$ cat src/hw/rtl/mdu_pkg.sv
// ----------------------------------------------------------------------------
// mdu_pkg: shared types and constants of the RV64M multiply/divide unit
// Operation codes, the classified request carried between front and back,
// and queue sizing.
// ----------------------------------------------------------------------------
`default_nettype none

package mdu_pkg;

  localparam int unsigned XLEN        = 64;
  localparam int unsigned HALF        = XLEN / 2;
  localparam int unsigned REG_W       = 5;
  localparam int unsigned OP_W        = 4;
  localparam int unsigned QUEUE_DEPTH = 4;
  localparam int unsigned QPTR_W      = $clog2(QUEUE_DEPTH);
  localparam int unsigned CNT_W       = 6;

  localparam logic [XLEN-1:0] SIGN64    = {1'b1, {(XLEN-1){1'b0}}};
  localparam logic [XLEN-1:0] ALL_ONES  = {XLEN{1'b1}};
  localparam logic [XLEN-1:0] W_OVF_RES = 64'hffff_ffff_8000_0000;
  localparam logic [HALF-1:0] SIGN32    = {1'b1, {(HALF-1){1'b0}}};

  localparam logic [CNT_W-1:0] MUL_LAST = 6'd4;
  localparam logic [CNT_W-1:0] DIV_LAST = 6'd63;

  typedef enum logic [OP_W-1:0] {
    OP_MUL    = 4'd0,
    OP_MULH   = 4'd1,
    OP_MULHSU = 4'd2,
    OP_MULHU  = 4'd3,
    OP_DIV    = 4'd4,
    OP_DIVU   = 4'd5,
    OP_REM    = 4'd6,
    OP_REMU   = 4'd7,
    OP_MULW   = 4'd8,
    OP_DIVW   = 4'd9,
    OP_DIVUW  = 4'd10,
    OP_REMW   = 4'd11,
    OP_REMUW  = 4'd12
  } op_e;

  typedef enum logic [1:0] {
    KIND_MUL,
    KIND_DIV,
    KIND_FIX
  } kind_e;

  typedef enum logic [2:0] {
    SEL_LO,
    SEL_HI,
    SEL_QUO,
    SEL_REM,
    SEL_FIX
  } sel_e;

  typedef enum logic [2:0] {
    ST_IDLE,
    ST_MUL,
    ST_DIV,
    ST_FIN
  } state_e;

  typedef struct packed {
    kind_e            kind;
    sel_e             sel;
    logic             w;
    logic             neg_q;
    logic             neg_r;
    logic             dz;
    logic             ov;
    logic [REG_W-1:0] rd;
    logic [XLEN-1:0]  opa;
    logic [XLEN-1:0]  opb;
    logic [XLEN-1:0]  aux;
  } item_t;

  function automatic logic [XLEN-1:0] sext32(input logic [XLEN-1:0] v);
    return {{HALF{v[HALF-1]}}, v[HALF-1:0]};
  endfunction

endpackage

`default_nettype wire

$ cat src/hw/rtl/mdu_front.sv
// ----------------------------------------------------------------------------
// mdu_front: request classifier
// Decodes the operation, settles zero-divisor and overflow cases at once and
// prepares operand magnitudes, signs and the high-product correction.
// ----------------------------------------------------------------------------
`default_nettype none

module mdu_front (
  input  wire logic [mdu_pkg::OP_W-1:0]  op_i,
  input  wire logic [mdu_pkg::XLEN-1:0]  operand_a_i,
  input  wire logic [mdu_pkg::XLEN-1:0]  operand_b_i,
  input  wire logic [mdu_pkg::REG_W-1:0] dest_reg_i,
  output mdu_pkg::item_t                 item_o
);

  logic                     w_form;
  logic [mdu_pkg::XLEN-1:0] sa;
  logic [mdu_pkg::XLEN-1:0] sb;
  logic [mdu_pkg::XLEN-1:0] ma;
  logic [mdu_pkg::XLEN-1:0] mb;
  logic [mdu_pkg::XLEN-1:0] za;
  logic [mdu_pkg::XLEN-1:0] zb;
  logic [mdu_pkg::XLEN-1:0] a_sx;
  logic                     b_zero;
  logic                     b32_zero;
  logic                     d_ovf;
  logic                     w_ovf;

  assign w_form   = op_i[3];
  assign a_sx     = mdu_pkg::sext32(operand_a_i);
  assign sa       = w_form ? a_sx : operand_a_i;
  assign sb       = w_form ? mdu_pkg::sext32(operand_b_i) : operand_b_i;
  assign ma       = sa[mdu_pkg::XLEN-1] ? (~sa + 64'd1) : sa;
  assign mb       = sb[mdu_pkg::XLEN-1] ? (~sb + 64'd1) : sb;
  assign za       = {{mdu_pkg::HALF{1'b0}}, operand_a_i[mdu_pkg::HALF-1:0]};
  assign zb       = {{mdu_pkg::HALF{1'b0}}, operand_b_i[mdu_pkg::HALF-1:0]};
  assign b_zero   = (operand_b_i == '0);
  assign b32_zero = (operand_b_i[mdu_pkg::HALF-1:0] == '0);
  assign d_ovf    = (operand_a_i == mdu_pkg::SIGN64) && (operand_b_i == mdu_pkg::ALL_ONES);
  assign w_ovf    = (operand_a_i[mdu_pkg::HALF-1:0] == mdu_pkg::SIGN32)
                 && (operand_b_i[mdu_pkg::HALF-1:0] == {mdu_pkg::HALF{1'b1}});

  always_comb begin
    item_o       = '0;
    item_o.rd    = dest_reg_i;
    item_o.kind  = mdu_pkg::KIND_FIX;
    item_o.sel   = mdu_pkg::SEL_FIX;
    item_o.opa   = operand_a_i;
    item_o.opb   = operand_b_i;
    case (op_i)
      mdu_pkg::OP_MUL: begin
        item_o.kind = mdu_pkg::KIND_MUL;
        item_o.sel  = mdu_pkg::SEL_LO;
      end
      mdu_pkg::OP_MULH: begin
        item_o.kind = mdu_pkg::KIND_MUL;
        item_o.sel  = mdu_pkg::SEL_HI;
        item_o.aux  = (operand_a_i[mdu_pkg::XLEN-1] ? operand_b_i : '0)
                    + (operand_b_i[mdu_pkg::XLEN-1] ? operand_a_i : '0);
      end
      mdu_pkg::OP_MULHSU: begin
        item_o.kind = mdu_pkg::KIND_MUL;
        item_o.sel  = mdu_pkg::SEL_HI;
        item_o.aux  = operand_a_i[mdu_pkg::XLEN-1] ? operand_b_i : '0;
      end
      mdu_pkg::OP_MULHU: begin
        item_o.kind = mdu_pkg::KIND_MUL;
        item_o.sel  = mdu_pkg::SEL_HI;
      end
      mdu_pkg::OP_MULW: begin
        item_o.kind = mdu_pkg::KIND_MUL;
        item_o.sel  = mdu_pkg::SEL_LO;
        item_o.w    = 1'b1;
        item_o.opa  = za;
        item_o.opb  = zb;
      end
      mdu_pkg::OP_DIV, mdu_pkg::OP_REM: begin
        if (b_zero) begin
          item_o.dz  = 1'b1;
          item_o.aux = (op_i == mdu_pkg::OP_DIV) ? mdu_pkg::ALL_ONES : operand_a_i;
        end else if (d_ovf) begin
          item_o.ov  = 1'b1;
          item_o.aux = (op_i == mdu_pkg::OP_DIV) ? mdu_pkg::SIGN64 : '0;
        end else begin
          item_o.kind  = mdu_pkg::KIND_DIV;
          item_o.sel   = (op_i == mdu_pkg::OP_DIV) ? mdu_pkg::SEL_QUO : mdu_pkg::SEL_REM;
          item_o.opa   = ma;
          item_o.opb   = mb;
          item_o.neg_q = sa[mdu_pkg::XLEN-1] ^ sb[mdu_pkg::XLEN-1];
          item_o.neg_r = sa[mdu_pkg::XLEN-1];
        end
      end
      mdu_pkg::OP_DIVU, mdu_pkg::OP_REMU: begin
        if (b_zero) begin
          item_o.dz  = 1'b1;
          item_o.aux = (op_i == mdu_pkg::OP_DIVU) ? mdu_pkg::ALL_ONES : operand_a_i;
        end else begin
          item_o.kind = mdu_pkg::KIND_DIV;
          item_o.sel  = (op_i == mdu_pkg::OP_DIVU) ? mdu_pkg::SEL_QUO : mdu_pkg::SEL_REM;
        end
      end
      mdu_pkg::OP_DIVW, mdu_pkg::OP_REMW: begin
        if (b32_zero) begin
          item_o.dz  = 1'b1;
          item_o.aux = (op_i == mdu_pkg::OP_DIVW) ? mdu_pkg::ALL_ONES : a_sx;
        end else if (w_ovf) begin
          item_o.ov  = 1'b1;
          item_o.aux = (op_i == mdu_pkg::OP_DIVW) ? mdu_pkg::W_OVF_RES : '0;
        end else begin
          item_o.kind  = mdu_pkg::KIND_DIV;
          item_o.sel   = (op_i == mdu_pkg::OP_DIVW) ? mdu_pkg::SEL_QUO : mdu_pkg::SEL_REM;
          item_o.w     = 1'b1;
          item_o.opa   = ma;
          item_o.opb   = mb;
          item_o.neg_q = sa[mdu_pkg::XLEN-1] ^ sb[mdu_pkg::XLEN-1];
          item_o.neg_r = sa[mdu_pkg::XLEN-1];
        end
      end
      mdu_pkg::OP_DIVUW, mdu_pkg::OP_REMUW: begin
        if (b32_zero) begin
          item_o.dz  = 1'b1;
          item_o.aux = (op_i == mdu_pkg::OP_DIVUW) ? mdu_pkg::ALL_ONES : a_sx;
        end else begin
          item_o.kind = mdu_pkg::KIND_DIV;
          item_o.sel  = (op_i == mdu_pkg::OP_DIVUW) ? mdu_pkg::SEL_QUO : mdu_pkg::SEL_REM;
          item_o.w    = 1'b1;
          item_o.opa  = za;
          item_o.opb  = zb;
        end
      end
      default: begin
        item_o.aux = '0;
      end
    endcase
  end

endmodule

`default_nettype wire

$ cat config.mk
export PLATFORM = sky130hd
export DESIGN_NAME = mdu_front
export DESIGN_NICKNAME = d
export VERILOG_FILES = /design/src/hw/rtl/mdu_pkg.sv /design/src/hw/rtl/mdu_front.sv
export SDC_FILE = /design/constraint.sdc
export NUM_CORES = 1
export LEC_CHECK = 0
export BUFFER_PORTS_ARGS = -buffer_cell sky130_fd_sc_hd__buf_4
export CORE_MARGIN = 2
export CORE_UTILIZATION = 45
export DETAILED_ROUTE_END_ITERATION = 7
export GPL_TIMING_DRIVEN = 1
export PLACE_DENSITY_LB_ADDON = 0.3
export SLEW_MARGIN = 25
export SYNTH_ARGS = -nofsm -noshare
export SYNTH_HDL_FRONTEND = slang
export SYNTH_SLANG_ARGS = --single-unit
$ cat constraint.sdc
create_clock -name vclk -period 8
set_clock_uncertainty 0.05 [all_clocks]
set_input_delay 1.6 -clock vclk [all_inputs]
set_output_delay 1.6 -clock vclk [all_outputs]
set_load 0.005 [all_outputs]
==> impl_metrics.py <==
metrics = {
    "status": {
        "status": "completed",
    },
    "setup_path": {
        "critPathKind": "input port to output pin",
        "worst_path_most_repeated_cell": "buf_4",
        "worst_path_dominant_cell_family": "simple AND/OR/NAND/NOR gates",
        "slowest_stage": "or4_1",
        "required_ns": 6.35,
        "crit_end": "item_o[140]",
        "critPathArrivalTime_ns": 6.18,
        "endpoint_kind": "output pin",
        "crit_buf_inv": 3,
        "startpoint_type": "input port",
        "cp.depth": 13,
        "path_max_fanout": 25,
        "worstPathCellList": "buf_4, nor2_1, nand4_1, or4_1, or2_2, nor4_4, nor3_2, a21o_1, nand2_1, clkinvlp_4, o21ai_0, xnor2_1, buf_4",
        "cpPeakStageDelay_ns": 0.76,
        "cp-startpoint": "operand_b_i[6]",
    },
    "yosys": {
        "synth-seq-area-share": 0,
        "synthTopCellsByArea": "o21ai_0 9.6%, a21oi_1 7.0%, xnor2_1 6.6%, nand2_1 6.3%, nor2_1 5.7%",
        "postSynthCellCount": 2091,
        "ys_types": 89,
        "yosysTopAreaCellShare": 0.0964,
        "synth.avg_cell_area_um2": 5.93,
        "yosysTopAreaCell": "o21ai_0",
        "synth_nets": 2282,
        "yosys_warnings": 0,
        "synth_area_um2": 12400,
    },
    "place": {
        "numPortBuffers": 334,
        "place_ws_ns": 0.539,
        "gp_congestion": 1.11,
        "dp_hpwl_um": 46900,
    },
    "drt": {
        "routed-via-count": 17800,
        "dr.pass1.iters": 6,
        "viasPerCell": 6.83,
        "drc_errors": 0,
        "wl_um": 61700,
        "ant_nets": 0,
        "avgRoutedWirePerCell_um": 23.7,
        "first_iter_violations": 3051,
    },
    "global_routing": {
        "met2_usage": 0.591,
        "top_usage_layer": "met2",
        "gr-usage-all-layers": 0.402,
        "use_met3": 0.0705,
        "grt_max_degree": 107,
        "grt_pass1_vias": 15700,
        "antenna_found_initial": 3,
        "grt_pass1_wl_um": 92200,
        "grt_overflow": 0,
        "grtUsageMet1": 0.562,
    },
    "min_path": {
        "holdCritPathClass": "input port to output pin",
    },
    "timing": {
        "rsz0062_at_grt": "no",
        "final.setup.tns_ns": 0,
        "fmax_mhz": 128,
        "relSlewSlack": 0.382,
        "worst_slew_pin_slew_ns": 0.927,
        "slew_viol_final": 0,
        "fin_crit_sh": 0.978,
        "setup_viol": 0,
        "finalHoldViolations": 0,
        "min_period_ns": 7.83,
        "fin_ws_ns": 0.174,
    },
    "layout": {
        "seq_cell_count": 0,
        "final-seq-area_um2": 0,
        "mostFrequentLayoutCell": "buf_4",
        "clkbuf_count": 0,
        "num-nets-final": 2450,
        "syn2layout_area_growth_pct": 19.6,
        "drive_gt1_frac": 0.194,
        "final_cell_mix": "367 x buf_4, 239 x o21ai_0, 208 x nand2_1, 187 x nor2_1, 173 x a21oi_1",
    },
    "pwr": {
        "power.leakage_nw": 6.12,
        "power_density_nw_per_um2": 55.5,
        "vdd_ir_drop_max_v": 0.0000275,
    },
    "cts": {
        "post-cts-setup-buffers": 0,
        "cts_hold_buffers": 0,
    },
    "floorplanning": {
        "die_y_um": 170,
        "dieArea_um2": 28900,
        "rows": 60,
        "die_width_um": 170,
        "core-area_um2": 27000,
        "start_util": 0.459,
        "io_pins": 344,
    },
    "flow_run": {
        "maxCapViolations": 0,
    },
}
==> cell usage after synthesis, types with 34 or more instances <==
cell and count:
o21ai_0 239, nand2_1 208, nor2_1 189, a21oi_1 173, clkbuf_1 155, xnor2_1 94, and2_1 86, inv_1 66
nor3_1 55, a221oi_1 54, ha_1 53, nand2b_1 51, nand4_1 47, nand3_1 41, o31ai_1 41, xor2_1 34
==> per-stage QoR <==
step / cell area, um2 / utilization / hold WS [ns] / power [mW] / cells
floorplan: 12400 / - / 3.21 / 0.459 / 2091
global placement: 14800 / 0.549 / 3.15 / 0.786 / 2598
detailed placement: 14800 / 0.549 / 3.15 / 0.794 / 2598
CTS: 14800 / 0.549 / 3.15 / 0.798 / 2598
global route: 14800 / 0.549 / 3.15 / 0.877 / 2600
finish: 14800 / 0.549 / 3.15 / 0.824 / 2600
==> per-layer routing <==
layer | up-vias | part of all wire
met5 | - | 0
met4 | 0 | 0.056
met3 | 237 | 0.12
met2 | 1313 | 0.42
met1 | 8228 | 0.41
li1 | 7981 | -
==> area by class of cell <==
type                            count  area [um2]
Fill cell                        2775       12200
Multi-Input combinational cell   1821       11400
Timing Repair Buffer              369        2800
Tap cell                          341         427
Inverter                           67         255
Antenna cell                        2        5.00
==> cell families after synthesis <==
logic type                 Yosys count  share of synthesized area
buffers and inverters              270                     0.0875
and+or+nand+nor                    869                      0.363
muxes                                7                    0.00595
xor gates and xnor gates           128                     0.0903
adders and majority gates           58                     0.0583
AOI/OAI and AO/OA                  759                      0.395
==> report_power, final <==
part	total (mW)	switching [mW]	internal, mW
Clock	0.0000000337	0	0.0000000337
Sequential	0	0	0
Combinational	0.824	0.494	0.331
Total	0.824	0.494	0.331
==> repair_timing <==
item / in CTS / in global routing
setup endpoints to repair: 0 / 23
resized for setup: 0 / 1
hold endpoints to repair: 0 / 0
==> worst min-delay path by stage <==
stage / from / depth (start not counted) / slack, ns / endpoint
floorplan: operand_b_i[30] / 1 / 3.21 / item_o[94]
global placement: dest_reg_i[3] / 0 / 3.15 / item_o[195]
detailed placement: dest_reg_i[3] / 0 / 3.15 / item_o[195]
CTS: dest_reg_i[3] / 0 / 3.15 / item_o[195]
global route: dest_reg_i[0] / 0 / 3.15 / item_o[192]
finish: dest_reg_i[0] / 0 / 3.15 / item_o[192]
No activity file was read; power rests on OpenSTA's default activity.
