<file path="src/hw/rtl/mdu_pkg.sv">
// ----------------------------------------------------------------------------
// mdu_pkg: shared types and constants of the RV64M multiply/divide unit
// Operation codes, the classified request carried between front and back,
// and queue sizing.
// ----------------------------------------------------------------------------
`default_nettype none

package mdu_pkg;

  localparam int unsigned XLEN        = 64;
  localparam int unsigned HALF        = XLEN / 2;
  localparam int unsigned REG_W       = 5;
  localparam int unsigned OP_W        = 4;
  localparam int unsigned QUEUE_DEPTH = 4;
  localparam int unsigned QPTR_W      = $clog2(QUEUE_DEPTH);
  localparam int unsigned CNT_W       = 6;

  localparam logic [XLEN-1:0] SIGN64    = {1'b1, {(XLEN-1){1'b0}}};
  localparam logic [XLEN-1:0] ALL_ONES  = {XLEN{1'b1}};
  localparam logic [XLEN-1:0] W_OVF_RES = 64'hffff_ffff_8000_0000;
  localparam logic [HALF-1:0] SIGN32    = {1'b1, {(HALF-1){1'b0}}};

  localparam logic [CNT_W-1:0] MUL_LAST = 6'd4;
  localparam logic [CNT_W-1:0] DIV_LAST = 6'd63;

  typedef enum logic [OP_W-1:0] {
    OP_MUL    = 4'd0,
    OP_MULH   = 4'd1,
    OP_MULHSU = 4'd2,
    OP_MULHU  = 4'd3,
    OP_DIV    = 4'd4,
    OP_DIVU   = 4'd5,
    OP_REM    = 4'd6,
    OP_REMU   = 4'd7,
    OP_MULW   = 4'd8,
    OP_DIVW   = 4'd9,
    OP_DIVUW  = 4'd10,
    OP_REMW   = 4'd11,
    OP_REMUW  = 4'd12
  } op_e;

  typedef enum logic [1:0] {
    KIND_MUL,
    KIND_DIV,
    KIND_FIX
  } kind_e;

  typedef enum logic [2:0] {
    SEL_LO,
    SEL_HI,
    SEL_QUO,
    SEL_REM,
    SEL_FIX
  } sel_e;

  typedef enum logic [2:0] {
    ST_IDLE,
    ST_MUL,
    ST_DIV,
    ST_FIN
  } state_e;

  typedef struct packed {
    kind_e            kind;
    sel_e             sel;
    logic             w;
    logic             neg_q;
    logic             neg_r;
    logic             dz;
    logic             ov;
    logic [REG_W-1:0] rd;
    logic [XLEN-1:0]  opa;
    logic [XLEN-1:0]  opb;
    logic [XLEN-1:0]  aux;
  } item_t;

  function automatic logic [XLEN-1:0] sext32(input logic [XLEN-1:0] v);
    return {{HALF{v[HALF-1]}}, v[HALF-1:0]};
  endfunction

endpackage

`default_nettype wire

</file>
<file path="src/hw/rtl/mdu_back.sv">
// ----------------------------------------------------------------------------
// mdu_back: execution sequencer
// Runs one request at a time: four 32x32 partial products for multiplies,
// a radix-2 restoring loop for divides, then sign fix-up into the result
// register.
// ----------------------------------------------------------------------------
`default_nettype none

module mdu_back (
  input  wire logic                      clk_i,
  input  wire logic                      rst_ni,
  input  wire logic                      q_empty_i,
  input  mdu_pkg::item_t                 q_item_i,
  output logic                           q_pop_o,
  input  wire logic                      pop_i,
  output logic                           empty_o,
  output logic [mdu_pkg::XLEN-1:0]       result_o,
  output logic [mdu_pkg::REG_W-1:0]      result_reg_o,
  output logic                           divide_by_zero_o,
  output logic                           div_overflow_o
);

  mdu_pkg::state_e               state_q, state_d;
  mdu_pkg::item_t                item_q, item_d;
  logic [mdu_pkg::CNT_W-1:0]     cnt_q, cnt_d;
  logic [2*mdu_pkg::XLEN-1:0]    acc_q, acc_d;
  logic [mdu_pkg::XLEN-1:0]      pp_q, pp_d;
  logic [1:0]                    sh_q, sh_d;
  logic [mdu_pkg::XLEN-1:0]      rem_q, rem_d;
  logic [mdu_pkg::XLEN-1:0]      quo_q, quo_d;
  logic                          out_valid_q, out_valid_d;
  logic [mdu_pkg::XLEN-1:0]      res_q, res_d;
  logic [mdu_pkg::REG_W-1:0]     rd_q, rd_d;
  logic                          dz_q, dz_d;
  logic                          ov_q, ov_d;

  logic                          out_free;
  logic [mdu_pkg::HALF-1:0]      mul_a;
  logic [mdu_pkg::HALF-1:0]      mul_b;
  logic [2*mdu_pkg::XLEN-1:0]    pp_shifted;
  logic [mdu_pkg::XLEN:0]        rem_sh;
  logic [mdu_pkg::XLEN:0]        rem_diff;
  logic                          rem_ge;
  logic [mdu_pkg::XLEN-1:0]      fin_res;

  assign out_free = !out_valid_q || pop_i;

  // partial product order: lo*lo, lo*hi, hi*lo, hi*hi
  assign mul_a = cnt_q[1] ? item_q.opa[mdu_pkg::XLEN-1:mdu_pkg::HALF]
                          : item_q.opa[mdu_pkg::HALF-1:0];
  assign mul_b = cnt_q[0] ? item_q.opb[mdu_pkg::XLEN-1:mdu_pkg::HALF]
                          : item_q.opb[mdu_pkg::HALF-1:0];
  assign pp_shifted = {{mdu_pkg::XLEN{1'b0}}, pp_q} << (mdu_pkg::HALF * sh_q);

  assign rem_sh   = {rem_q, quo_q[mdu_pkg::XLEN-1]};
  assign rem_diff = rem_sh - {1'b0, item_q.opb};
  assign rem_ge   = (rem_sh >= {1'b0, item_q.opb});

  always_comb begin
    case (item_q.sel)
      mdu_pkg::SEL_LO:  fin_res = acc_q[mdu_pkg::XLEN-1:0];
      mdu_pkg::SEL_HI:  fin_res = acc_q[2*mdu_pkg::XLEN-1:mdu_pkg::XLEN] - item_q.aux;
      mdu_pkg::SEL_QUO: fin_res = item_q.neg_q ? (~quo_q + 64'd1) : quo_q;
      mdu_pkg::SEL_REM: fin_res = item_q.neg_r ? (~rem_q + 64'd1) : rem_q;
      default:          fin_res = item_q.aux;
    endcase
    if (item_q.w) begin
      fin_res = mdu_pkg::sext32(fin_res);
    end
  end

  always_comb begin
    state_d     = state_q;
    item_d      = item_q;
    cnt_d       = cnt_q;
    acc_d       = acc_q;
    pp_d        = pp_q;
    sh_d        = sh_q;
    rem_d       = rem_q;
    quo_d       = quo_q;
    out_valid_d = out_valid_q && !pop_i;
    res_d       = res_q;
    rd_d        = rd_q;
    dz_d        = dz_q;
    ov_d        = ov_q;
    q_pop_o     = 1'b0;
    case (state_q)
      mdu_pkg::ST_IDLE: begin
        if (!q_empty_i) begin
          q_pop_o = 1'b1;
          item_d  = q_item_i;
          cnt_d   = '0;
          acc_d   = '0;
          rem_d   = '0;
          quo_d   = q_item_i.opa;
          case (q_item_i.kind)
            mdu_pkg::KIND_MUL: state_d = mdu_pkg::ST_MUL;
            mdu_pkg::KIND_DIV: state_d = mdu_pkg::ST_DIV;
            default:           state_d = mdu_pkg::ST_FIN;
          endcase
        end
      end
      mdu_pkg::ST_MUL: begin
        // accumulate the previous product while forming the next
        if (cnt_q != '0) begin
          acc_d = acc_q + pp_shifted;
        end
        pp_d  = mul_a * mul_b;
        sh_d  = 2'(cnt_q[1]) + 2'(cnt_q[0]);
        cnt_d = cnt_q + 1'b1;
        if (cnt_q == mdu_pkg::MUL_LAST) begin
          state_d = mdu_pkg::ST_FIN;
        end
      end
      mdu_pkg::ST_DIV: begin
        rem_d = rem_ge ? rem_diff[mdu_pkg::XLEN-1:0] : rem_sh[mdu_pkg::XLEN-1:0];
        quo_d = {quo_q[mdu_pkg::XLEN-2:0], rem_ge};
        cnt_d = cnt_q + 1'b1;
        if (cnt_q == mdu_pkg::DIV_LAST) begin
          state_d = mdu_pkg::ST_FIN;
        end
      end
      mdu_pkg::ST_FIN: begin
        // hold here until the result register can take it
        if (out_free) begin
          out_valid_d = 1'b1;
          res_d       = fin_res;
          rd_d        = item_q.rd;
          dz_d        = item_q.dz;
          ov_d        = item_q.ov;
          state_d     = mdu_pkg::ST_IDLE;
        end
      end
      default: begin
        state_d = mdu_pkg::ST_IDLE;
      end
    endcase
  end

  always_ff @(posedge clk_i or negedge rst_ni) begin
    if (!rst_ni) begin
      state_q     <= mdu_pkg::ST_IDLE;
      out_valid_q <= 1'b0;
      cnt_q       <= '0;
    end else begin
      state_q     <= state_d;
      out_valid_q <= out_valid_d;
      cnt_q       <= cnt_d;
    end
  end

  always_ff @(posedge clk_i) begin
    item_q <= item_d;
    acc_q  <= acc_d;
    pp_q   <= pp_d;
    sh_q   <= sh_d;
    rem_q  <= rem_d;
    quo_q  <= quo_d;
    res_q  <= res_d;
    rd_q   <= rd_d;
    dz_q   <= dz_d;
    ov_q   <= ov_d;
  end

  assign empty_o          = !out_valid_q;
  assign result_o         = res_q;
  assign result_reg_o     = rd_q;
  assign divide_by_zero_o = dz_q;
  assign div_overflow_o   = ov_q;

  a_mul_count: assert property (@(posedge clk_i) disable iff (!rst_ni)
    (state_q == mdu_pkg::ST_MUL) |-> (cnt_q <= mdu_pkg::MUL_LAST))
    else $error("multiply step count out of range");

  a_div_sel: assert property (@(posedge clk_i) disable iff (!rst_ni)
    (state_q == mdu_pkg::ST_DIV) |->
      (item_q.sel == mdu_pkg::SEL_QUO || item_q.sel == mdu_pkg::SEL_REM))
    else $error("divide loop running on a non-divide request");

  a_take_request: assert property (@(posedge clk_i) disable iff (!rst_ni)
    (state_q == mdu_pkg::ST_IDLE && !q_empty_i) |=> (state_q != mdu_pkg::ST_IDLE))
    else $error("waiting request not taken");

  a_result_load: assert property (@(posedge clk_i) disable iff (!rst_ni)
    (state_q == mdu_pkg::ST_FIN && out_free) |=> out_valid_q)
    else $error("finished result not loaded");

endmodule

`default_nettype wire

</file>
<file path="config.mk">
export PLATFORM = sky130hd
export DESIGN_NAME = mdu_back
export DESIGN_NICKNAME = d
export VERILOG_FILES = /design/src/hw/rtl/mdu_pkg.sv /design/src/hw/rtl/mdu_back.sv
export SDC_FILE = /design/constraint.sdc
export NUM_CORES = 2
export LEC_CHECK = 0
export BUFFER_PORTS_ARGS = -buffer_cell sky130_fd_sc_hd__buf_2
export CORE_ASPECT_RATIO = 0.6
export CORE_UTILIZATION = 48
export DETAILED_ROUTE_END_ITERATION = 12
export SLEW_MARGIN = 20
export SYNTH_ARGS = -nofsm -noshare
export SYNTH_HDL_FRONTEND = slang
export SYNTH_SLANG_ARGS = --single-unit
</file>
<file path="constraint.sdc">
create_clock -name clk_i -period 16.2 [get_ports clk_i]
set_input_delay 2.43 -clock clk_i [delete_from_list [all_inputs] [get_ports clk_i]]
set_output_delay 2.43 -clock clk_i [all_outputs]
set_load 0.01 [all_outputs]
</file>
==> results by group <==
Run status
  • Outcome: completed

Clock tree
  • CTS resizes: 0
  • Clock Path Buffers: 3
  • Post-CTS Setup Inserts: 0
  • Clock tree root driver cell: clkbuf_16
  • Clk sinks: 607
  • CTS tree: done
  • Hold-fix buffers, CTS: 0
  • H-tree depth: 3
  • Clk_lat worst skew: 0.70 ns
  • TritonCTS Buffers: 68
  • CTS clk-pin slew, worst paths: 0.06 ns

Route
  • Uppermost layer routed: met5
  • Vias per inst: 6.33
  • Metal-1 WL: 151 mm
  • DRT iter0 DRCs: 9868
  • Initial DRT Pass Iterations: 6
  • # DRC: 0
  • Met2 routed WL: 121 mm
  • Post-DRT Antenna Nets: 0
  • Total vias in the final route: 66031
  • Wire per inst: 33.0 microns
  • Post-Route WL: 344 mm
  • Routed wl met3: 62.1 mm

Floorplanning
  • Die W: 515 microns
  • FP Rows: 112
  • Num ports: 284
  • Vert. Die Dim: 310 microns
  • Initial Utilization: 0.485
  • CORE AREA: 156000 sq um
  • Die area: 159000 sq um

STA
  • RSZ-0062 raised after global routing: no
  • Period utilisation layout: 0.690
  • Clock Skews: 0.0541 ns
  • Worst slew margin: 0.147
  • Setup violators final: 0
  • Max-slew violations: 0
  • Fmax: 89.5 MHz
  • Final Hold Vio Count: 0
  • Actual slew at the worst max-slew pin: 1.24 ns
  • Setup TNS: 0 ns
  • Crit path time final: 11.17 ns

Synth
  • Yosys cell types: 87
  • Mapped Nets: 9776
  • EDFF count, synth: 598
  • Synth Register Bits: 607
  • Seq/Total Area, Yosys: 0.240
  • Gate Count Post-Synth: 8141
  • Async set or reset register ratio after synthesis: 0.0148
  • Synth warn: 0
  • Synth Flop Type: edfxtp_1
  • Synth Cell Area: 75800 sq um
  • Avg Cell Area, Syn: 9.31 sq um

Setup path
  • Setup CP Type: reg2reg
  • CP Max Fanout: 42
  • Worst Path Arrival: 11.61 ns
  • Crit path required time: 16.64 ns
  • Startpoint Class: flip-flop
  • CP Capture Type: flip-flop
  • Most frequent CP cell: fa_1
  • Largest stage delay on the critical path: 0.96 ns
  • Max stage delay cell, worst path: mux2i_4

Min path
  • Hold crit path type: reg2reg

Global route
  • Total track usage: 0.427
  • Antenna violations before repair: 38
  • First-pass GRT wire length: 474 mm
  • Largest net degree at the start of global routing: 80
  • Number of global-route vias before repair: 61022
  • GR Overflow Total: 0

Flow run
  • Max-Cap Viols: 0

Layout
  • Most frequent cells in the layout: inv_1, fa_1, nor2_1
  • Nets: 9881
  • Commonest non-fill, non-tap cell in the layout: inv_1
  • Area growth from synthesis to layout: 8.36%
  • Layout cells sized above 1: 0.0946

Place
  • GP Congestion: 1.08
  • DP HPWL: 285 mm
  • Port buffer count: 283
[layer usage]
metal / up-vias / GRT usage
met2: 4779 / 0.507
met4: 18 / 0.0977
met1: 33143 / 0.649
met3: 547 / 0.229
li1: 27544 / -
met5: - / 0.0223
[critical path, delay by kind of cell, from the launching register on]
family          cells  cell delay, ns
fa+ha+maj           9            4.05
buf+inv             5            0.89
mux                 1            0.96
xor+xnor            1            0.15
compound gates      9            3.23
flops               1            0.91
simple gates        3            0.58
[registers in the layout, summed over array words and instances, names as in the netlist]
name / flops
result_o: 64
div_overflow_o: 1
divide_by_zero_o: 1
rem_q: 64
result_reg_o: 5
quo_q: 64
acc_q: 128
cnt_q: 6
sh_q: 2
pp_q: 64
state_q: 2
item_q: 205
out_valid_q: 1
[cell usage after synthesis, drive strengths merged (28+ instances only)]
cell type,instances,area share
a211oi,41,0.0041
a21boi,47,0.0047
a21o,178,0.018
a21oi,423,0.028
a221oi,28,0.0034
a22o,34,0.0039
a31oi,46,0.0038
and2,163,0.013
and3,46,0.0038
buf,31,0.0018
clkbuf,351,0.017
edfxtp,598,0.24
fa,899,0.24
ha,525,0.087
inv,1088,0.054
mux2,102,0.015
mux2i,121,0.016
mux4,28,0.0083
nand2,837,0.041
nand2b,34,0.0029
nand3,78,0.0052
nand4,99,0.0082
nor2,866,0.043
nor2b,120,0.0099
nor3,73,0.0048
o211ai,36,0.0036
o21a,40,0.0040
o21ai,345,0.023
o21bai,65,0.0064
o31ai,61,0.0064
or3,33,0.0029
xnor2,253,0.029
xor2,159,0.018
[final cells by class]
class                      count  area, sq um
antenna                       20         50.0
clock buffer                  78         1780
clock inverter                44          427
fill                       14537        74000
inverter                    1091         4100
multi-input combinational   6061        52500
sequential                   607        18200
tap                         2109         2640
timing repair buffer         417         2420
[path summary, 6_finish.rpt]
kind | start | endpoint | slack (ns) | cells past startpoint
max in group asynchronous | rst_ni | cnt_q[1] | 14.33 | 1
min in group asynchronous | rst_ni | cnt_q[2] | 1.62 | 1
setup reg to reg | cnt_q[1] | pp_q[62] | 5.03 | 28
hold reg to reg | item_q[192] | result_reg_o[0] | 0.42 | 0
setup / recovery | cnt_q[1] | pp_q[62] | 5.03 | 28
hold / removal | item_q[192] | result_reg_o[0] | 0.42 | 0
[cells by family (layout without fill, tap and decap cells)]
family,Yosys count,in the layout,share of synthesized area
multiplexers,251,251,0.0395
adder cells (fa/ha/maj),1424,1424,0.324
AND/OR/NAND/NOR,2450,2450,0.145
XOR/XNOR,412,412,0.0476
flip-flops,607,607,0.240
AO/OA/AOI/OAI,1524,1524,0.130
buffers and inverters,1473,1630,0.0732
other,0,20,0
[metrics by stage]
| step | utilization | cell area [sq um] | setup WS (ns) | hold WS, ns | std cells |
|---|---|---|---|---|---|
| 2_1_floorplan | - | 75800 | 2.14 | 0.400 | 8141 |
| 3_3_place_gp | 0.511 | 79800 | 5.68 | 0.401 | 10285 |
| 3_5_place_dp | 0.511 | 79800 | 5.58 | 0.405 | 10285 |
| 4_1_cts | 0.526 | 82000 | 5.53 | 0.420 | 10407 |
| 5_1_grt | 0.526 | 82000 | 4.85 | 0.421 | 10408 |
| 6_report | 0.526 | 82100 | 5.03 | 0.419 | 10427 |
Power is not shown: default switching activity piles up to over one toggle a cycle in this logic, so the estimate is an artifact.
