===== config.mk =====
export PLATFORM = sky130hd
export DESIGN_NAME = mdu_queue
export DESIGN_NICKNAME = d
export VERILOG_FILES = /design/src/hw/rtl/mdu_pkg.sv /design/src/hw/rtl/mdu_queue.sv
export SDC_FILE = /design/constraint.sdc
export NUM_CORES = 1
export LEC_CHECK = 0
export ABC_AREA = 1
export ABC_CLOCK_PERIOD_IN_PS = 12600
export BUFFER_PORTS_ARGS = -buffer_cell sky130_fd_sc_hd__buf_2
export CAP_MARGIN = 10
export CELL_PAD_IN_SITES_DETAIL_PLACEMENT = 1
export CELL_PAD_IN_SITES_GLOBAL_PLACEMENT = 1
export CORE_ASPECT_RATIO = 1.75
export CORE_MARGIN = 3
export CORE_UTILIZATION = 41
export DETAILED_ROUTE_END_ITERATION = 16
export GPL_ROUTABILITY_DRIVEN = 0
export MAX_ROUTING_LAYER = met4
export PLACE_DENSITY = 0.72
export SLEW_MARGIN = 20
export SYNTH_ARGS = -nofsm -noshare
export SYNTH_HDL_FRONTEND = slang
export SYNTH_SLANG_ARGS = --single-unit
export TNS_END_PERCENT = 30

===== constraint.sdc =====
create_clock -name clk_i -period 12.6 [get_ports clk_i]
set_input_delay 1.26 -clock clk_i [delete_from_list [all_inputs] [get_ports clk_i]]
set_output_delay 1.26 -clock clk_i [all_outputs]
set_load 0.02 [all_outputs]

===== src/hw/rtl/mdu_pkg.sv =====
// ----------------------------------------------------------------------------
// mdu_pkg: shared types and constants of the RV64M multiply/divide unit
// Operation codes, the classified request carried between front and back,
// and queue sizing.
// ----------------------------------------------------------------------------
`default_nettype none

package mdu_pkg;

  localparam int unsigned XLEN        = 64;
  localparam int unsigned HALF        = XLEN / 2;
  localparam int unsigned REG_W       = 5;
  localparam int unsigned OP_W        = 4;
  localparam int unsigned QUEUE_DEPTH = 4;
  localparam int unsigned QPTR_W      = $clog2(QUEUE_DEPTH);
  localparam int unsigned CNT_W       = 6;

  localparam logic [XLEN-1:0] SIGN64    = {1'b1, {(XLEN-1){1'b0}}};
  localparam logic [XLEN-1:0] ALL_ONES  = {XLEN{1'b1}};
  localparam logic [XLEN-1:0] W_OVF_RES = 64'hffff_ffff_8000_0000;
  localparam logic [HALF-1:0] SIGN32    = {1'b1, {(HALF-1){1'b0}}};

  localparam logic [CNT_W-1:0] MUL_LAST = 6'd4;
  localparam logic [CNT_W-1:0] DIV_LAST = 6'd63;

  typedef enum logic [OP_W-1:0] {
    OP_MUL    = 4'd0,
    OP_MULH   = 4'd1,
    OP_MULHSU = 4'd2,
    OP_MULHU  = 4'd3,
    OP_DIV    = 4'd4,
    OP_DIVU   = 4'd5,
    OP_REM    = 4'd6,
    OP_REMU   = 4'd7,
    OP_MULW   = 4'd8,
    OP_DIVW   = 4'd9,
    OP_DIVUW  = 4'd10,
    OP_REMW   = 4'd11,
    OP_REMUW  = 4'd12
  } op_e;

  typedef enum logic [1:0] {
    KIND_MUL,
    KIND_DIV,
    KIND_FIX
  } kind_e;

  typedef enum logic [2:0] {
    SEL_LO,
    SEL_HI,
    SEL_QUO,
    SEL_REM,
    SEL_FIX
  } sel_e;

  typedef enum logic [2:0] {
    ST_IDLE,
    ST_MUL,
    ST_DIV,
    ST_FIN
  } state_e;

  typedef struct packed {
    kind_e            kind;
    sel_e             sel;
    logic             w;
    logic             neg_q;
    logic             neg_r;
    logic             dz;
    logic             ov;
    logic [REG_W-1:0] rd;
    logic [XLEN-1:0]  opa;
    logic [XLEN-1:0]  opb;
    logic [XLEN-1:0]  aux;
  } item_t;

  function automatic logic [XLEN-1:0] sext32(input logic [XLEN-1:0] v);
    return {{HALF{v[HALF-1]}}, v[HALF-1:0]};
  endfunction

endpackage

`default_nettype wire


===== src/hw/rtl/mdu_queue.sv =====
// ----------------------------------------------------------------------------
// mdu_queue: request queue between front and back
// Small register FIFO holding classified requests.
// ----------------------------------------------------------------------------
`default_nettype none

module mdu_queue (
  input  wire logic         clk_i,
  input  wire logic         rst_ni,
  input  wire logic         push_i,
  input  mdu_pkg::item_t    wr_item_i,
  output logic              full_o,
  input  wire logic         pop_i,
  output logic              empty_o,
  output mdu_pkg::item_t    rd_item_o
);

  mdu_pkg::item_t                mem_q [mdu_pkg::QUEUE_DEPTH];
  logic [mdu_pkg::QPTR_W-1:0]    wr_ptr_q, wr_ptr_d;
  logic [mdu_pkg::QPTR_W-1:0]    rd_ptr_q, rd_ptr_d;
  logic [mdu_pkg::QPTR_W:0]      cnt_q, cnt_d;
  logic                          do_push;
  logic                          do_pop;

  assign full_o    = (cnt_q == mdu_pkg::QPTR_W'(0) + (mdu_pkg::QPTR_W+1)'(mdu_pkg::QUEUE_DEPTH));
  assign empty_o   = (cnt_q == '0);
  assign do_push   = push_i && !full_o;
  assign do_pop    = pop_i && !empty_o;
  assign rd_item_o = mem_q[rd_ptr_q];

  always_comb begin
    wr_ptr_d = do_push ? wr_ptr_q + 1'b1 : wr_ptr_q;
    rd_ptr_d = do_pop ? rd_ptr_q + 1'b1 : rd_ptr_q;
    cnt_d    = cnt_q + (mdu_pkg::QPTR_W+1)'(do_push) - (mdu_pkg::QPTR_W+1)'(do_pop);
  end

  always_ff @(posedge clk_i or negedge rst_ni) begin
    if (!rst_ni) begin
      wr_ptr_q <= '0;
      rd_ptr_q <= '0;
      cnt_q    <= '0;
    end else begin
      wr_ptr_q <= wr_ptr_d;
      rd_ptr_q <= rd_ptr_d;
      cnt_q    <= cnt_d;
    end
  end

  always_ff @(posedge clk_i) begin
    if (do_push) begin
      mem_q[wr_ptr_q] <= wr_item_i;
    end
  end

endmodule

`default_nettype wire


==> qor.txt, run 1 <==
Synth Cell Area: 32750 sq um
hpwl dp: 53010 um
chip height: 379.9 um
Core ar.: 78790 sq um
Setup TNS: 0 ps
hold buffers post-CTS: 0
via count: 20990
DRT iter0 DRCs: 1033
io pins: 420
skew final: 36.25 ps
WL met2: 44160 um
via/cell ratio: 5.002
Hold Violations, Final: 0
Final Core Density: 0.4864
post-synthesis xor/xnor area fraction: 0
Die Wd: 219.6 um
top layer in use: met4
slowest CP cell: buf_4
cell area after layout: 38320 sq um
Synth Instances: 2679
Synth Area in Adders: 0.002904
routed wire length: 85080 um
CTS tree: yes
fillers: 8385
Post-Synth Simple-Gate Area: 0.1222
Hold/Removal Path Class: in2async
met3 WL: 7229 um
Worst slew margin: 0.2288
crit share post-route: 0.4366
Worst Setup Path Type: reg2out
P_leak: 15.11 nW
routed len/inst: 20.27 um
Area after DPL: 35680 sq um
post-route worst setup slack: 7099 ps
Layout area overhead: 17.02%
data required time of the worst path: 11340 ps
Worst Path Arrival: 4240 ps
post_cts resized: 0
Nets: 3285
maximum vdd ir drop: 0.0001758 V
largest net degree at the start of global routing: 250
Seq/Total Area, Yosys: 0.7646
status: finished, final reports clean
register area: 25040 sq um
net count after synthesis: 2897
Synth Area per Inst: 12.22 sq um
Clock Sinks: 835
Num CTS Buffers: 77
CP Capture Type: output pin
Top cell by count, worst path: buf_4
PwrDens: 253.6 nW/um^2
WL met1: 31540 um
first-pass GRT wire length: 129300 um
Multi-input gate area: 6200 sq um
Min Hold Slack: 435.1 ps
Starting Density: 0.4156
Root Driver: clkbuf_16
TritonRoute pass-1 iters: 4
CP delay by family, top: buffers and inverters
IO buf count: 419
Slew Limit Fails: 0
Critical Path, Cell by Cell: inv_8 -> buf_4 -> buf_4 -> nor2_1 -> o21ai_1 -> nand2_1 -> buf_2
Max Fclk: 181.8 MHz
crit path time final: 5501 ps
Tot GR Track Use: 0.2081
Routed Antenna Nets: 0
clock buffer depth: 3
Yosys Warn Count: 0
vias in the first global route: 23170
# rows: 136
gr ovfl total: 0
# setup viols final: 0
post-synthesis cell type count: 18
Clk Latency, worst-skew pair: 660 ps
RSZ-0062 raised after global routing: false
CP max FO: 147
Worst-Margin Slew: 1157 ps
Post-Place Setup Slack: 7731 ps
DRC viols: 0
initial antenna violation count: 38
full die area: 83430 sq um
critical path's largest stage delay: 850 ps
layout cells sized above 1: 0.1811
worst path bufs/invs: 4
mux share of post-synthesis cell area: 0
CTS clk-pin slew, worst paths: 60 ps
max-cap violations: 0
Post-CTS Setup Bufs: 0
CTS H-tree lvls: 3
startpoint types: flop
register bit count reported by yosys: 835
largest family of logic cells by synthesized area: simple AND/OR/NAND/NOR gates
complex-gate fraction of the synthesized area: 0.06327
-- kinds of logic after synthesis --
family                   after synthesis
AO/OA/AOI/OAI                        414
AND/OR/NAND/NOR                     1064
buffers and inverters                359
adder cells (fa/ha/maj)                7
flip-flops                           835
-- registers in the layout (all words and copies together) (netlist names) --
signal,count
rd_ptr_q,2
mem_q,828
cnt_q,3
wr_ptr_q,2
-- area by class of cell --
| class | instances | area share |
|---|---|---|
| Antenna cell | 36 | 0.002351 |
| Timing Repair Buffer | 445 | 0.06076 |
| Tap cell | 1035 | 0.03379 |
| Inverter | 223 | 0.02217 |
| Clock inverter | 39 | 0.01074 |
| Clock buffer | 99 | 0.05489 |
| Sequential cell | 835 | 0.6535 |
| Multi-Input combinational cell | 1485 | 0.1618 |
-- stage by stage --
stage,std cells,power (mW)
global route,4197,10.33
CTS,4160,9.855
floorplan,2679,6.331
global placement,4022,7.291
detailed placement,4022,7.474
finish,4197,9.717
-- cells in the mapped netlist --
library cell    n  area (sq um)
o21ai_0       213          1066
fa_1            1         20.02
nand2_1       640          2402
buf_6           2         22.52
o21ai_1       201          1006
nand3b_1        1         7.510
nand3_1         4         20.02
buf_4          40         300.3
buf_1          20         75.07
dfrtp_1         7         175.2
inv_1         221         829.6
buf_8           1         15.01
ha_1            6         75.07
buf_2          11         55.05
nor2_1        419          1573
inv_2           2         7.510
edfxtp_1      828         24860
clkbuf_1       62         232.7
-- cell usage in the layout (no fill, tap or decap), drive strengths merged, types with 7 or more instances in the layout --
cell type / count
edfxtp: 828
nand2: 640
buf: 445
nor2: 419
o21ai: 414
inv: 227
clkbuf: 99
diode: 36
clkinv: 23
dfrtp: 7
-- final timing paths --
kind	slack [ps]	from	cells past startpoint	to
max in group asynchronous	11970	rst_ni	1	rd_ptr_q[0]$_DFFE_PN0P_
worst min-delay path	440	rst_ni	1	cnt_q[0]$_DFF_PN0_
worst max register to register	8890	cnt_q[1]$_DFF_PN0_	6	mem_q[0][77]$_DFFE_PP_
worst max-delay path	7100	rd_ptr_q[1]$_DFFE_PN0P_	7	rd_item_o[100]
min in group clk_i	550	cnt_q[0]$_DFF_PN0_	1	cnt_q[0]$_DFF_PN0_
worst min register to register	550	cnt_q[0]$_DFF_PN0_	1	cnt_q[0]$_DFF_PN0_
-- power by group --
group	leakage, nW	switching (mW)	total [mW]	internal, mW
Combinational	6.22	2.64	3.56	0.918
Clock	1.22	1.03	2.34	1.32
Sequential	7.67	0.165	3.82	3.65
-- layer usage --
metal | track usage | vias to the layer above
met1 | 0.2116 | 10460
met3 | 0.07527 | 133
met5 | - | -
li1 | - | 9853
met2 | 0.3641 | 551
met4 | 0.07769 | 0
No activity file was read; power rests on OpenSTA's default activity.
==> inputs of run 2 (changes only) <==
--- a/config.mk
+++ b/config.mk
@@ -6,7 +6,7 @@
 export NUM_CORES = 1
 export LEC_CHECK = 0
 export ABC_AREA = 1
-export ABC_CLOCK_PERIOD_IN_PS = 12600
+export ABC_CLOCK_PERIOD_IN_PS = 5210
 export BUFFER_PORTS_ARGS = -buffer_cell sky130_fd_sc_hd__buf_2
 export CAP_MARGIN = 10
 export CELL_PAD_IN_SITES_DETAIL_PLACEMENT = 1
==> constraint.sdc (replaced) <==
create_clock -name clk_i -period 5.21 [get_ports clk_i]
set_input_delay 0.521 -clock clk_i [delete_from_list [all_inputs] [get_ports clk_i]]
set_output_delay 0.521 -clock clk_i [all_outputs]
set_load 0.02 [all_outputs]
==> run 2 against run 1 <==
Net effect:
- wire length fell by 1.5%
- critical path depth unchanged
- combinational power increased by 140%
- cell area increased by 0.36%
- setup slack got worse by 5700 ps
- total power increased by 140%
- cell count is 0.17% higher
- count of clock-buffer cells in the layout shrank 3
- die area stayed put
==> qor.txt, run 2 (synthesized netlist as in run 1, its figures left out) <==
startpoint types: flop (unchanged)
crit share post-route: 0.7284
Max Fclk: 263.5 MHz
max-cap violations: 0 (unchanged)
# setup viols final: 0 (unchanged)
via count: 21020 (was 20990)
layout cells sized above 1: 0.1798 (was 0.1811)
status: finished, final reports clean (unchanged)
Hold Violations, Final: 0 (unchanged)
Worst Path Arrival: 3270 ps (was 4240 ps)
Worst-Margin Slew: 931.6 ps (was 1157 ps)
Nets: 3290 (was 3285)
routed len/inst: 19.93 um (was 20.27 um)
io pins: 420 (unchanged)
crit path time final: 3795 ps
Setup TNS: 0 ps (unchanged)
DRC viols: 0 (unchanged)
Post-CTS Setup Bufs: 0 (unchanged)
maximum vdd ir drop: 0.0004154 V (was 0.0001758 V)
Clock Sinks: 835 (unchanged)
hpwl dp: 51040 um (was 53010 um)
Starting Density: 0.4156 (unchanged)
Area after DPL: 35880 sq um (was 35680 sq um)
PwrDens: 609.5 nW/um^2 (was 253.6 nW/um^2)
data required time of the worst path: 4690 ps (was 11340 ps)
CTS H-tree lvls: 3 (unchanged)
Multi-input gate area: 6200 sq um (unchanged)
Layout area overhead: 17.45% (was 17.02%)
routed wire length: 83800 um (was 85080 um)
cell area after layout: 38460 sq um (was 38320 sq um)
Worst slew margin: 0.3789 (was 0.2288)
gr ovfl total: 0 (unchanged)
DRT iter0 DRCs: 1227 (was 1033)
fillers: 8382 (was 8385)
# rows: 136 (unchanged)
vias in the first global route: 22930 (was 23170)
first-pass GRT wire length: 127900 um (was 129300 um)
hold path cells: 1
full die area: 83430 sq um (unchanged)
clock buffer depth: 3 (unchanged)
CTS clk-pin slew, worst paths: 60 ps (about the same)
initial antenna violation count: 28 (was 38)
Tot Pwr: 23.44 mW (was 9.717 mW)
Reg2Reg Depth: 5 (was 6)
register area: 25040 sq um (unchanged)
commonest non-fill, non-tap cell in the layout: edfxtp_1 (unchanged)
P_leak: 15.16 nW (was 15.11 nW)
via/cell ratio: 5.000 (was 5.002)
biggest regs: mem_q x828, cnt_q x3 (unchanged)
TritonRoute pass-1 iters: 5 (was 4)
chip height: 379.9 um (unchanged)
Tot GR Track Use: 0.2044 (was 0.2081)
Core ar.: 78790 sq um (unchanged)
Worst Setup Path Type: reg2out (unchanged)
Clk Latency, worst-skew pair: 650 ps (was 660 ps)
CP Capture Type: output pin (unchanged)
skew final: 31.70 ps (was 36.25 ps)
Biggest register: mem_q (unchanged)
IO buf count: 419 (unchanged)
max reg flops: 828 (unchanged)
CTS tree: yes (unchanged)
CP max FO: 212 (was 147)
RSZ-0062 raised after global routing: false (unchanged)
Num CTS Buffers: 78 (was 77)
Die Wd: 219.6 um (unchanged)
Routed Antenna Nets: 0 (unchanged)
Slew Limit Fails: 0 (unchanged)
Root Driver: clkbuf_16 (unchanged)
commonest cells after routing, fill and taps aside: 828 x edfxtp_1, 640 x nand2_1, 419 x buf_2, 415 x nor2_1, 221 x inv_1 (unchanged)
Hold/Removal Path Class: in2reg (was in2async)
largest net degree at the start of global routing: 213 (was 250)
## run 2: changes by cell type in the layout (fill, tap and decap cells not counted), sizes merged
cell | before | now
diode | 36 | 32
clkbuf | 99 | 96
clkinvlp | 6 | 2
bufinv | 6 | 5
buf | 445 | 448
clkinv | 23 | 38
dlygate4sd3 | 0 | 1
## run 2: power by group
group          leakage (nW)  switching, mW  total [mW]  internal [mW]
Combinational          6.28           6.40        8.70           2.30
Sequential             7.67          0.342        9.16           8.82
Clock                  1.21           2.50        5.58           3.08
Total                  15.2           9.24        23.4           14.2
## run 2: final cells by class
| type | instances | area share |
|---|---|---|
| diodes | 32 | 0.002082 |
| clock buffers | 96 | 0.05332 |
| clock inverters | 49 | 0.01139 |
| inverters | 223 | 0.02209 |
| multi-input cells | 1485 | 0.1612 |
| flip-flops and latches | 835 | 0.6511 |
| well taps | 1035 | 0.03367 |
| repair buffers | 449 | 0.06510 |
## run 2: final timing paths
| path | start | to | slack [ps] |
|---|---|---|---|
| max | rd_ptr_q[0]$_DFFE_PN0P_ | rd_item_o[60] | 1410 |
| min | wr_item_i[187] | mem_q[1][187]$_DFFE_PP_ | 80 |
| max reg2reg | cnt_q[1]$_DFF_PN0_ | mem_q[2][139]$_DFFE_PP_ | 2700 |
| min reg2reg | cnt_q[0]$_DFF_PN0_ | cnt_q[0]$_DFF_PN0_ | 510 |
| max in group asynchronous | rst_ni | rd_ptr_q[0]$_DFFE_PN0P_ | 4720 |
| min in group asynchronous | rst_ni | rd_ptr_q[1]$_DFFE_PN0P_ | 300 |
## run 2: layer usage
layer | global-route usage | up-vias | wire length [um]
met1 | 0.2289 | 10550 | 32610
met4 | 0.05168 | 0 | 1373
met2 | 0.3513 | 522 | 42820
li1 | - | 9860 | -
met3 | 0.06783 | 95 | 6992
met5 | - | - | 0
## run 2: per-stage QoR
stage / setup slack, ps / std cells / hold WS, ps / util
2_1_floorplan: -1355 / 2679 / 225.4 / -
3_3_place_gp: 2184 / 4025 / 366.1 / 0.4551
3_5_place_dp: 2048 / 4026 / 370.4 / 0.4554
4_1_cts: 1305 / 4172 / 14.04 / 0.4871
5_1_grt: 1074 / 4200 / 39.41 / 0.4880
6_report: 1415 / 4204 / 77.24 / 0.4882
## run 2: repair_timing
action                    4_1_cts  5_1_grt
hold buffers                    1        0
resized for setup               0        0
hold endpoints to repair        7        0
## run 2: worst max-delay path, stage by stage, from the launching register on
cell     delay, ps
dfrtp_4        690
buf_12         610
buf_4          600
nor2_1         120
nor2_1         130
o21ai_1         90
nand2_1         80
buf_2          170
